$ cat config.mk
export PLATFORM = sky130hd
export DESIGN_NAME = two_finger_edge_swipe_detector_top
export DESIGN_NICKNAME = d
export VERILOG_FILES = /design/src/design/tfes_pkg.sv /design/src/design/tfes_cfg.sv /design/src/design/tfes_core.sv /design/src/design/two_finger_edge_swipe_detector_top.sv
export SDC_FILE = /design/constraint.sdc
export NUM_CORES = 1
export LEC_CHECK = 0
export BUFFER_PORTS_ARGS = -buffer_cell sky130_fd_sc_hd__buf_2
export CAP_MARGIN = 10
export CORE_MARGIN = 10
export CORE_UTILIZATION = 48
export CTS_BUF_LIST = sky130_fd_sc_hd__clkbuf_8
export CTS_CLUSTER_SIZE = 14
export DETAILED_ROUTE_END_ITERATION = 6
export PLACE_DENSITY_LB_ADDON = 0.15
export SYNTH_ARGS = -nofsm -noshare
export SYNTH_HDL_FRONTEND = slang
export SYNTH_SLANG_ARGS = --single-unit
$ cat constraint.sdc
create_clock -name clk -period 7.47 [get_ports clk]
set_clock_uncertainty 0.1 [all_clocks]
set_input_delay 0.747 -clock clk [delete_from_list [all_inputs] [get_ports clk]]
set_output_delay 0.747 -clock clk [all_outputs]
set_load 0.05 [all_outputs]
$ cat src/design/tfes_pkg.sv
// Shared types, codes and constants of the two-finger edge swipe detector.
package tfes_pkg;

	localparam int COORD_BITS_DEF   = 16;
	localparam int FINGER_LIMIT_DEF = 15;

	localparam int CFG_BITS     = 16;
	localparam int CFG_IDX_BITS = 3;
	localparam int VALUE_BITS   = 17;
	localparam int MAG_BITS     = VALUE_BITS - 1;

	// Register indexes on the write port.
	localparam logic [CFG_IDX_BITS-1:0] CFG_X_MIN     = 3'd0;
	localparam logic [CFG_IDX_BITS-1:0] CFG_X_MAX     = 3'd1;
	localparam logic [CFG_IDX_BITS-1:0] CFG_EDGE_BAND = 3'd2;
	localparam logic [CFG_IDX_BITS-1:0] CFG_ARM_THR   = 3'd3;
	localparam logic [CFG_IDX_BITS-1:0] CFG_SWIPE_THR = 3'd4;

	localparam logic [CFG_BITS-1:0] X_MIN_RST     = 16'd0;
	localparam logic [CFG_BITS-1:0] X_MAX_RST     = 16'd65535;
	localparam logic [CFG_BITS-1:0] EDGE_BAND_RST = 16'd21845;
	localparam logic [CFG_BITS-1:0] ARM_THR_RST   = 16'd3276;
	localparam logic [CFG_BITS-1:0] SWIPE_THR_RST = 16'd5461;

	typedef enum logic [1:0] {
		OP_OTHER   = 2'd0,
		OP_CONTACT = 2'd1,
		OP_X       = 2'd2,
		OP_Y       = 2'd3
	} op_t;

	typedef enum logic [1:0] {
		KEY_VOL_UP     = 2'd0,
		KEY_VOL_DOWN   = 2'd1,
		KEY_BRIGHT_UP  = 2'd2,
		KEY_BRIGHT_DOWN = 2'd3
	} key_t;

	typedef enum logic [1:0] {
		ZONE_NONE  = 2'd0,
		ZONE_RIGHT = 2'd1,
		ZONE_LEFT  = 2'd2
	} zone_t;

	typedef struct packed {
		logic [CFG_BITS-1:0] x_min;
		logic [CFG_BITS-1:0] x_max;
		logic [CFG_BITS-1:0] edge_band_width;
		logic [CFG_BITS-1:0] arm_threshold;
		logic [CFG_BITS-1:0] swipe_threshold;
	} cfg_t;

	typedef struct packed {
		op_t                    op;
		logic signed [VALUE_BITS-1:0] value;
	} item_t;

	typedef struct packed {
		logic hit;
		key_t key;
	} res_t;

endpackage

$ cat src/design/tfes_cfg.sv
// Configuration register bank of the swipe detector.
module tfes_cfg import tfes_pkg::*; (
	input  logic                    clk,
	input  logic                    arst_n,
	input  logic                    cfg_we,
	input  logic [CFG_IDX_BITS-1:0] cfg_idx,
	input  logic [CFG_BITS-1:0]     cfg_data,
	output cfg_t                    cfg
);

	cfg_t cfg_q;

	always_ff @(posedge clk or negedge arst_n) begin
		if (!arst_n) begin
			cfg_q.x_min           <= X_MIN_RST;
			cfg_q.x_max           <= X_MAX_RST;
			cfg_q.edge_band_width <= EDGE_BAND_RST;
			cfg_q.arm_threshold   <= ARM_THR_RST;
			cfg_q.swipe_threshold <= SWIPE_THR_RST;
		end else if (cfg_we) begin
			case (cfg_idx)
				CFG_X_MIN:     cfg_q.x_min           <= cfg_data;
				CFG_X_MAX:     cfg_q.x_max           <= cfg_data;
				CFG_EDGE_BAND: cfg_q.edge_band_width <= cfg_data;
				CFG_ARM_THR:   cfg_q.arm_threshold   <= cfg_data;
				CFG_SWIPE_THR: cfg_q.swipe_threshold <= cfg_data;
				default: begin
					// drop writes to unmapped indexes
				end
			endcase
		end
	end

	assign cfg = cfg_q;

endmodule

$ cat src/design/tfes_core.sv
// Gesture state and the per-event update: finger count, coordinates, zone, arm and fire.
module tfes_core import tfes_pkg::*; #(
	parameter int COORD_BITS   = COORD_BITS_DEF,
	parameter int FINGER_LIMIT = FINGER_LIMIT_DEF
) (
	input  logic  clk,
	input  logic  arst_n,
	input  logic  step_en,
	input  item_t item,
	input  cfg_t  cfg,
	output res_t  res
);

	localparam int FB = $clog2(FINGER_LIMIT + 1);
	localparam int CW = ((COORD_BITS > CFG_BITS) ? COORD_BITS : CFG_BITS) + 1;
	localparam logic [FB-1:0] F_LIMIT = FB'(FINGER_LIMIT);
	localparam logic [FB-1:0] F_ONE   = FB'(1);
	localparam logic [FB-1:0] F_TWO   = FB'(2);

	logic [FB-1:0]         finger_q;
	logic [COORD_BITS-1:0] start_x_q, start_y_q, now_x_q, now_y_q;
	zone_t                 zone_q;
	logic                  armed_q, fired_q;

	logic [FB-1:0]         finger_d;
	logic [COORD_BITS-1:0] start_x_d, start_y_d, now_x_d, now_y_d;
	zone_t                 zone_d;
	logic                  armed_d, fired_d;

	logic [COORD_BITS-1:0] coord_in;
	logic [COORD_BITS-1:0] dx, dy;
	logic                  lift, two_down, travel_ok, zone_right, zone_left;
	logic [CW-1:0]         x_w;

	// Clamp the signed event value onto the coordinate range.
	generate
		if (COORD_BITS >= MAG_BITS) begin : g_wide
			assign coord_in = item.value[VALUE_BITS-1] ? '0
				: COORD_BITS'(item.value[MAG_BITS-1:0]);
		end else begin : g_narrow
			logic over;
			assign over     = |item.value[MAG_BITS-1:COORD_BITS];
			assign coord_in = item.value[VALUE_BITS-1] ? '0
				: (over ? '1 : item.value[COORD_BITS-1:0]);
		end
	endgenerate

	assign lift = (item.value == '1);

	// Zone bounds, widened so neither side wraps.
	assign x_w        = CW'(coord_in);
	assign zone_right = (x_w + CW'(cfg.edge_band_width)) > CW'(cfg.x_max);
	assign zone_left  = x_w < (CW'(cfg.x_min) + CW'(cfg.edge_band_width));

	always_comb begin
		finger_d  = finger_q;
		start_x_d = start_x_q;
		start_y_d = start_y_q;
		now_x_d   = now_x_q;
		now_y_d   = now_y_q;
		zone_d    = zone_q;
		armed_d   = armed_q;
		fired_d   = fired_q;
		res.hit   = 1'b0;
		res.key   = KEY_VOL_UP;

		case (item.op)
			OP_CONTACT: begin
				if (lift) begin
					if (finger_q != '0) finger_d = finger_q - F_ONE;
				end else begin
					if (finger_q == '0) begin
						start_x_d = now_x_q;
						start_y_d = now_y_q;
						armed_d   = 1'b0;
						fired_d   = 1'b0;
					end
					if (finger_q < F_LIMIT) finger_d = finger_q + F_ONE;
				end
			end
			OP_X: begin
				now_x_d = coord_in;
				if (finger_q == F_ONE) begin
					start_x_d = coord_in;
					zone_d    = zone_right ? ZONE_RIGHT : (zone_left ? ZONE_LEFT : ZONE_NONE);
				end
			end
			OP_Y: begin
				now_y_d = coord_in;
				if (finger_q == F_ONE) start_y_d = coord_in;
			end
			default: begin
				// other events only run the gesture checks
			end
		endcase

		dx        = (now_x_d >= start_x_d) ? now_x_d - start_x_d : start_x_d - now_x_d;
		dy        = (now_y_d >= start_y_d) ? now_y_d - start_y_d : start_y_d - now_y_d;
		travel_ok = dy > dx;
		two_down  = (finger_d == F_TWO);

		if (two_down && !armed_d && travel_ok
				&& CW'(dy) > CW'(cfg.arm_threshold)) begin
			armed_d = 1'b1;
		end

		if (armed_d && two_down && zone_d != ZONE_NONE && !fired_d && travel_ok
				&& CW'(dy) > CW'(cfg.swipe_threshold)) begin
			res.hit = 1'b1;
			case (zone_d)
				ZONE_RIGHT: res.key = (now_y_d < start_y_d) ? KEY_VOL_UP : KEY_VOL_DOWN;
				default:    res.key = (now_y_d < start_y_d) ? KEY_BRIGHT_UP : KEY_BRIGHT_DOWN;
			endcase
			fired_d   = 1'b1;
			start_y_d = now_y_d;
		end

		if (finger_d == '0) begin
			armed_d = 1'b0;
			fired_d = 1'b0;
		end
	end

	always_ff @(posedge clk or negedge arst_n) begin
		if (!arst_n) begin
			finger_q  <= '0;
			start_x_q <= '0;
			start_y_q <= '0;
			now_x_q   <= '0;
			now_y_q   <= '0;
			zone_q    <= ZONE_NONE;
			armed_q   <= 1'b0;
			fired_q   <= 1'b0;
		end else if (step_en) begin
			finger_q  <= finger_d;
			start_x_q <= start_x_d;
			start_y_q <= start_y_d;
			now_x_q   <= now_x_d;
			now_y_q   <= now_y_d;
			zone_q    <= zone_d;
			armed_q   <= armed_d;
			fired_q   <= fired_d;
		end
	end

endmodule

$ cat src/design/two_finger_edge_swipe_detector_top.sv
// Top level of the two-finger edge swipe detector.
//
//  channel | signals                         | direction | beat
//  --------+---------------------------------+-----------+--------------------------------
//  in      | in_valid, in_ready, op, value   | sink      | one touch event
//  out     | out_valid, out_ready, key       | source    | one key code, zero or one per event
//  cfg     | cfg_we, cfg_idx, cfg_data       | sink      | one register write, no wait
//
// An event beat lands in the input register, the gesture state updates from it when the
// event steps, and any key lands in the output register alongside that state update.
// One event per cycle is sustained while the output register is free; the state update
// is the limiting loop. A key waiting in the output register does not block intake: the
// input register holds one more beat, and in_ready drops only when both registers are full.
// Reset clears the finger count, coordinates, zone, flags and both valids.
module two_finger_edge_swipe_detector_top import tfes_pkg::*; #(
	parameter int COORD_BITS   = COORD_BITS_DEF,
	parameter int FINGER_LIMIT = FINGER_LIMIT_DEF
) (
	input  logic                         clk,
	input  logic                         arst_n,
	input  logic                         in_valid,
	output logic                         in_ready,
	input  logic [1:0]                   op,
	input  logic signed [VALUE_BITS-1:0] value,
	output logic                         out_valid,
	input  logic                         out_ready,
	output logic [1:0]                   key,
	input  logic                         cfg_we,
	input  logic [CFG_IDX_BITS-1:0]      cfg_idx,
	input  logic [CFG_BITS-1:0]          cfg_data
);

	cfg_t  cfg;
	item_t item_s1;
	logic  valid_s1;
	res_t  res;
	logic  out_valid_q;
	key_t  key_q;
	logic  out_free, step;

	// The output slot is free when empty or when its key leaves this cycle.
	assign out_free = !out_valid_q || out_ready;
	// Advance the held event into the state whenever its result has a place to go.
	assign step     = valid_s1 && out_free;
	assign in_ready = !valid_s1 || out_free;

	tfes_cfg u_cfg (
		.clk      (clk),
		.arst_n   (arst_n),
		.cfg_we   (cfg_we),
		.cfg_idx  (cfg_idx),
		.cfg_data (cfg_data),
		.cfg      (cfg)
	);

	// Input register: hold one event beat.
	always_ff @(posedge clk or negedge arst_n) begin
		if (!arst_n) begin
			valid_s1 <= 1'b0;
		end else if (in_valid && in_ready) begin
			valid_s1 <= 1'b1;
		end else if (step) begin
			valid_s1 <= 1'b0;
		end
	end

	always_ff @(posedge clk) begin
		if (in_valid && in_ready) begin
			item_s1.op    <= op_t'(op);
			item_s1.value <= value;
		end
	end

	tfes_core #(
		.COORD_BITS   (COORD_BITS),
		.FINGER_LIMIT (FINGER_LIMIT)
	) u_core (
		.clk     (clk),
		.arst_n  (arst_n),
		.step_en (step),
		.item    (item_s1),
		.cfg     (cfg),
		.res     (res)
	);

	// Output register: load a key when the event fires, drop it once taken.
	always_ff @(posedge clk or negedge arst_n) begin
		if (!arst_n) begin
			out_valid_q <= 1'b0;
		end else if (out_free) begin
			out_valid_q <= step && res.hit;
		end
	end

	always_ff @(posedge clk) begin
		if (step && res.hit) begin
			key_q <= res.key;
		end
	end

	assign out_valid = out_valid_q;
	assign key       = key_q;

endmodule

== Word level (Yosys, flattened, before mapping) ==
Index checks and enable logic that the tools add are counted.

* Word-level logic and storage cells: 112
* Flip-flop bits (word level): 175
* Input port bits: 43
* Output and inout port bits: 4

* Reductions and logical operators: 28
* Equality and inequality tests: 11
* $lt $le $gt $ge: 9
* Muxes and demuxes: 38
* Add/subtract/negate cells: 8

{| class="wikitable"
|+ Operators with widths
! cell !! count
|-
| two-way mux 16 bit || 12
|-
| one-hot mux 16 bit (2 select lines) || 2
|-
| subtractor 16 bit || 4
|-
| greater-than comparator 16 bit || 3
|-
| adder 16 x 16 -> 17 bit || 2
|-
| greater-or-equal comparator 16 bit || 2
|-
| == test 17 bit (second input constant) || 1
|-
| greater-than comparator 17 x 16 -> 1 bit || 1
|-
| < comparator 16 x 17 -> 1 bit || 1
|-
| < comparator 16 bit || 1
|-
| two-way mux 4 bit || 4
|-
| two-way mux 1 bit || 14
|-
| logical AND 1 bit || 11
|-
| two-way mux 2 bit || 5
|-
| AND reduction 2 bit || 5
|-
| zero test 4 bit || 2
|-
| == test 3 x 2 -> 1 bit (second input constant) || 2
|-
| adder 4 x 1 -> 4 bit (second input constant) || 1
|-
| == test 2 x 1 -> 1 bit (second input constant) || 2
|-
| == test 2 bit (second input constant) || 2
|-
| == test 4 x 1 -> 1 bit (second input constant) || 1
|-
| == test 4 x 2 -> 1 bit (second input constant) || 1
|-
| zero test 1 bit || 4
|-
| < comparator 4 bit (second input constant) || 1
|-
| other kinds (8) || 10
|}

== Depth between registers and ports, before layout ==
* Depth in word-level cells: 17
* Mapped depth: 33
* Mapped depth without buffers: 31

== By module ==
Synthesis repeated with hierarchy kept, for this count alone.

* Cells, all modules: 1,623
* Area, all modules: 14,885.5 um^2

{| class="wikitable"
|+ By module, submodules not included
! module !! times used !! area an instance (um^2) !! cells each
|-
| tfes_core || 1 || 11,046.8 || 1,419
|-
| tfes_cfg || 1 || 3,096.7 || 173
|-
| two_finger_edge_swipe_detector_top || 1 || 742.0 || 31
|}

== Worst setup path before layout ==
OpenSTA, ideal clock, no wires.

* Path type: register -> register
* Start: register u_core.finger_q[0]
* End: register u_core.start_y_q[10]
* Setup slack: 52 ps
* Clock period less this slack: 7,418 ps
* Arrival: 7,180 ps
* Path buffers: 4
* Stages on the path, launching flop included: 32
* Required time: 7,232 ps
* Cells stage by stage: dfrtp_1 -> inv_1 -> ha_1 -> nor3b_2 -> o21ai_1 -> nor2_1 -> a21oi_1 -> clkbuf_1 -> a221o_1 -> ha_1 -> clkbuf_1 -> nand2_1 -> o21ai_0 -> a21o_1 -> a21oi_1 -> o211ai_1 -> mux2_2 -> a21oi_1 -> a21oi_1 -> or2_2 -> a311oi_1 -> ha_1 -> nand2_1 -> nor4_1 -> o21ai_0 -> a31o_2 -> a221oi_1 -> and3_1 -> buf_2 -> o211a_1 -> clkbuf_1 -> o211ai_1

* Cells in the longest elaborated chain, start to end: 16
* Elaborated cells on any way between the ends: 51

{| class="wikitable"
|+ Ends and longest elaborated chain
! what !! line !! source
|-
| start: declaration || tfes_core.sv:20 || <nowiki>logic [FB-1:0] finger_q;</nowiki>
|-
| start signal: assignment || tfes_core.sv:135 || <nowiki>finger_q <= finger_d;</nowiki>
|-
| zero test 4 bit || tfes_core.sv:72 || <nowiki>if (finger_q == '0) begin</nowiki>
|-
| two-way mux 16 bit || tfes_core.sv:72 ||
|-
| two-way mux 16 bit || tfes_core.sv:69 || <nowiki>if (lift) begin</nowiki>
|-
| one-hot mux 16 bit (2 select lines) || tfes_core.sv:67 || <nowiki>case (item.op)</nowiki>
|-
| subtractor 16 bit, or another cell as far along || tfes_core.sv:98 || <nowiki>dy = (now_y_d >= start_y_d) ? now_y_d - start_y_d : start_y_d - now_y_d;</nowiki>
|-
| two-way mux 16 bit, on equally long branches || tfes_core.sv:98, tfes_core.sv:97 ||
|-
| greater-than comparator 16 bit || tfes_core.sv:99 || <nowiki>travel_ok = dy > dx;</nowiki>
|-
| logical AND 1 bit || tfes_core.sv:102 || <nowiki>if (two_down && !armed_d && travel_ok</nowiki>
|-
| logical AND 1 bit || tfes_core.sv:103 || <nowiki>&& CW'(dy) > CW'(cfg.arm_threshold)) begin</nowiki>
|-
| two-way mux 1 bit || tfes_core.sv:102 ||
|-
| logical AND 1 bit (4 in series) || tfes_core.sv:107 || <nowiki>if (armed_d && two_down && zone_d != ZONE_NONE && !fired_d && travel_ok</nowiki>
|-
| logical AND 1 bit || tfes_core.sv:108 || <nowiki>&& CW'(dy) > CW'(cfg.swipe_threshold)) begin</nowiki>
|-
| two-way mux 16 bit (*) || tfes_core.sv:107 ||
|-
| end signal: assignment || tfes_core.sv:137 || <nowiki>start_y_q <= start_y_d;</nowiki>
|-
| end: declaration || tfes_core.sv:21 || <nowiki>logic [COORD_BITS-1:0] start_x_q, start_y_q, now_x_q, now_y_q;</nowiki>
|}

Mark *: on every way between the ends. The rest lies on a longest branch, timed or not.
A chain may end at the register's enable or synchronous reset.

== Worst setup path in the final report ==
* Start: register u_core.finger_q[1]
* End: register key_q[1], in the netlist key[1], data pin

* Cells in the longest elaborated chain, start to end: 15
* Elaborated cells on any way between the ends: 52

{| class="wikitable"
|+ Ends and longest elaborated chain
! what !! line !! source
|-
| zero test 4 bit || tfes_core.sv:72 ||
|-
| two-way mux 16 bit || tfes_core.sv:72 ||
|-
| two-way mux 16 bit || tfes_core.sv:69 ||
|-
| one-hot mux 16 bit (2 select lines) (*) || tfes_core.sv:67 ||
|-
| net u_core.start_x_d[6] || tfes_core.sv:26 || <nowiki>logic [COORD_BITS-1:0] start_x_d, start_y_d, now_x_d, now_y_d;</nowiki>
|-
| subtractor 16 bit / greater-or-equal comparator 16 bit (equally long branches) || tfes_core.sv:97 || <nowiki>dx = (now_x_d >= start_x_d) ? now_x_d - start_x_d : start_x_d - now_x_d;</nowiki>
|-
| two-way mux 16 bit (*) || tfes_core.sv:97 ||
|-
| greater-than comparator 16 bit (*) || tfes_core.sv:99 ||
|-
| logical AND 1 bit || tfes_core.sv:102 ||
|-
| logical AND 1 bit || tfes_core.sv:103 ||
|-
| two-way mux 1 bit || tfes_core.sv:102 ||
|-
| logical AND 1 bit (3 in series) || tfes_core.sv:107 ||
|-
| logical AND 1 bit (*) || tfes_core.sv:107 ||
|-
| logical AND 1 bit (*) || tfes_core.sv:108 ||
|-
| end signal: assignment || two_finger_edge_swipe_detector_top.sv:97 || <nowiki>key_q <= res.key;</nowiki>
|-
| end: declaration || two_finger_edge_swipe_detector_top.sv:38 || <nowiki>key_t key_q;</nowiki>
|}

The timed path passes the listed nets; every way through them passes the cells marked *.

==> impl_metrics.ini <==
[floorplanning]
start_util_pct = 48.6
pin_count = 47
die_h_um = 196
core_area_mm2 = 0.0306
die_area_mm2 = 0.0384
placementRows = 64
die_w_um = 196

[synth]
ys_seq_area_share_pct = 30.5
synthCells = 1697
syn_avg_cell_area_um2 = 8.75
synth_cell_types = 76
ys_warnings = 0
asyncSetResetFlopFracSynth_pct = 88.0
syn-num-nets = 1926
synth-edff-count = 21
ys_dominant_reg_cell = sky130_fd_sc_hd__dfrtp_1
ys_seq_elements = 175
synth.cell_area_mm2 = 0.0149

[critical_path]
highest_cell_delay_on_the_worst_timing_path_ns = 0.55
maximum_fanout_along_the_worst_path = 11
endpoint_kind = flop
critical_path.top_delay_family = simple AND/OR/NAND/NOR gates
crit_buf_inv = 5
crit_top_cell = sky130_fd_sc_hd__o21a_1
worstPathRequired_ns = 7.66
timing.setup.critical_path_class = reg2reg
slowest_stage = sky130_fd_sc_hd__and2_1
worstPathArrival_ns = 7.28
startpoint_type = flop

[placement]
io_buffers = 46
place_congestion = 0.930
place.detailed.hpwl_um = 34300

[grt]
grt_overflow_total = 0
grt_max_degree = 117
aggregate_global_route_resource_usage_pct = 22.9
grt_antenna_before_repair = 2
grt_pass1_wl_um = 69900
number_of_global_route_vias_before_repair = 12396

[detailed_routing]
via_per_inst = 5.82
wl_per_cell_um = 20.2
routed_vias = 12630
route.final.wire_length_um = 43800
first_iter_violations = 1081
drtAntennaViolNets = 0
post-route-drc-count = 0
drt-pass1-iter-count = 7

[clock_network]
cts.sink_count = 175
cts_inserted_buffers = 17
clk_path_buf_depth = 2
path_clk_slew_ns = 0.12
clock_root_buffer = sky130_fd_sc_hd__clkbuf_8
cts_max_level = 4
clock_tree_from_tritoncts = built
clk_latency_ns = 0.52

[timing]
min_period_ns = 7.09
rsz0062_at_grt = false
max_freq_mhz = 141
totalNegativeSetupSlack_ns = 0
setup-violations-final = 0
timing_hold_violations_final = 0
relSlewSlack_pct = 26.9
tightest_slew_ns = 1.10
maxSlewViolCount = 0
fin_crit_sh_pct = 94.9

[cells_and_area]
n_fill_cell = 2895
num_antenna_cells = 0
nets = 1989
final_layout_size_suffix_gt1_share_pct = 15.6
seqCellArea_mm2 = 0.00453
multi_input_comb_area_mm2 = 0.00953
layout-area-overhead-vs-synth_pct = 10.4

[min_path]
timing.hold.worst.class = in2async

[outcome]
outcome = complete, no violations

[flow_run]
cap_viol_max_count = 0
## per-stage QoR
step / cells / instance area (µm²) / util, % / setup WS [ns] / hold slack, ns
floorplan: 1697 / 14900 / - / 0.0518 / 0.342
global placement: 2132 / 15800 / 51.8 / 0.316 / 0.367
detailed placement: 2132 / 15800 / 51.8 / 0.0879 / 0.375
CTS: 2164 / 16300 / 53.2 / 0.0467 / 0.242
global route: 2169 / 16400 / 53.6 / 0.0130 / 0.272
finish: 2169 / 16400 / 53.6 / 0.380 / 0.242
## synth_stat cells (6+ instances only)
cell,count,area [µm²]
sky130_fd_sc_hd__a21boi_0,19,143
sky130_fd_sc_hd__a21o_1,81,608
sky130_fd_sc_hd__a21oi_1,101,505
sky130_fd_sc_hd__a221o_1,17,170
sky130_fd_sc_hd__a221oi_1,10,87.6
sky130_fd_sc_hd__a22o_1,10,87.6
sky130_fd_sc_hd__a22oi_1,8,60.1
sky130_fd_sc_hd__a31oi_1,10,62.6
sky130_fd_sc_hd__and2_1,6,37.5
sky130_fd_sc_hd__and3_1,7,43.8
sky130_fd_sc_hd__clkbuf_1,69,259
sky130_fd_sc_hd__dfrtp_1,117,2930
sky130_fd_sc_hd__dfstp_2,37,972
sky130_fd_sc_hd__edfxtp_1,21,631
sky130_fd_sc_hd__fa_1,6,120
sky130_fd_sc_hd__ha_1,180,2250
sky130_fd_sc_hd__inv_1,153,574
sky130_fd_sc_hd__mux2_2,55,619
sky130_fd_sc_hd__mux2i_1,52,521
sky130_fd_sc_hd__nand2_1,204,766
sky130_fd_sc_hd__nand2b_1,18,113
sky130_fd_sc_hd__nand3_1,18,90.1
sky130_fd_sc_hd__nand4_1,20,125
sky130_fd_sc_hd__nor2_1,73,274
sky130_fd_sc_hd__nor2b_1,34,213
sky130_fd_sc_hd__nor3_1,18,90.1
sky130_fd_sc_hd__nor4_1,6,37.5
sky130_fd_sc_hd__o2111ai_1,20,175
sky130_fd_sc_hd__o211ai_1,27,203
sky130_fd_sc_hd__o21a_1,19,143
sky130_fd_sc_hd__o21ai_0,136,681
sky130_fd_sc_hd__o21bai_1,11,82.6
sky130_fd_sc_hd__xnor2_1,34,298
sky130_fd_sc_hd__xor2_1,16,140
## per-layer routing
metal	vias to the layer above	track usage, %	share of wire, %
met1	6009	32.0	48
met2	377	34.0	43
met4	0	7.35	2.7
met3	60	5.37	6.8
met5	-	0	0
li1	6184	-	-
## path summary, 6_finish.rpt
| check | from | to | slack, ns | cells past startpoint |
|---|---|---|---|---|
| min reg2reg | u_core.start_x_q[2]$_DFFE_PN0P_ | u_core.start_x_q[2]$_DFFE_PN0P_ | 0.39 | 2 |
| min | arst_n | u_core.now_y_q[5]$_DFFE_PN0P_ | 0.24 | 1 |
| min in group clk | value[13] | item_s1[13]$_DFFE_PP_ | 0.30 | 1 |
| max | u_core.finger_q[1]$_DFFE_PN0P_ | key[1]$_SDFFCE_PN0P_ | 0.38 | 30 |
| max reg2reg | u_core.finger_q[1]$_DFFE_PN0P_ | key[1]$_SDFFCE_PN0P_ | 0.38 | 30 |
| max in group asynchronous | arst_n | u_cfg.cfg[45]$_DFFE_PN0P_ | 5.64 | 2 |
## worst register-to-register path, delay by kind of cell (launching register included)
family                     cells  cell delay (ns)
and+or+nand+nor               10             2.30
AOI/OAI and AO/OA             11             2.03
adders and majority gates      3             0.81
buffers and inverters          5             0.80
muxes                          1             0.42
DFF                            1             0.40
## cell type report
cell class                 count  area share (%)
inverter                     153            3.50
multi-input combinational   1290            58.1
sequential                   175            27.6
timing repair buffer         123            5.11
tap                          396            3.02
clock inverter                15            1.20
clock buffer                  17            1.43
## kinds of logic (layout without fill, tap and decap cells)
logic type / after synthesis / in the layout / share of synthesized area, %
and+or+nand+nor: 434 / 434 / 13.7
buffers and inverters: 232 / 308 / 5.99
adders and majority gates: 186 / 186 / 16.0
DFF: 175 / 175 / 30.5
AOI/OAI and AO/OA: 512 / 512 / 23.2
muxes: 108 / 108 / 7.75
xor gates and xnor gates: 50 / 50 / 2.95
## registers in the layout, summed over array words and instances, names as in the netlist, 4 cells and up
signal,cells
u_core.start_y_q,16
u_core.now_x_q,16
u_core.finger_q,4
item_s1,19
u_core.now_y_q,16
u_cfg.cfg,80
u_core.start_x_q,16
## layout by cell type (no fill, tap or decap), types with 20 or more instances in the layout
cell and count:
sky130_fd_sc_hd__nor2b_1 34, sky130_fd_sc_hd__a21oi_1 100, sky130_fd_sc_hd__nand4_1 20, sky130_fd_sc_hd__a21o_1 81
sky130_fd_sc_hd__mux2_2 55, sky130_fd_sc_hd__dfrtp_1 117, sky130_fd_sc_hd__inv_1 153, sky130_fd_sc_hd__buf_2 45
sky130_fd_sc_hd__edfxtp_1 21, sky130_fd_sc_hd__xnor2_1 34, sky130_fd_sc_hd__nand2_1 203, sky130_fd_sc_hd__o211ai_1 27
sky130_fd_sc_hd__mux2i_1 52, sky130_fd_sc_hd__buf_4 73, sky130_fd_sc_hd__o21ai_0 136, sky130_fd_sc_hd__ha_1 180
sky130_fd_sc_hd__o2111ai_1 20, sky130_fd_sc_hd__nor2_1 69, sky130_fd_sc_hd__dfstp_2 37
## what timing repair did
item,4_1_cts,5_1_grt
setup buffers,0,4
endpoints found under the setup margin,0,21
gates resized for setup,0,16
hold buffers,0,0
Power is left out: the tool's default activity adds up to more than one toggle a clock period on the data nets, which glitch-free logic cannot reach.
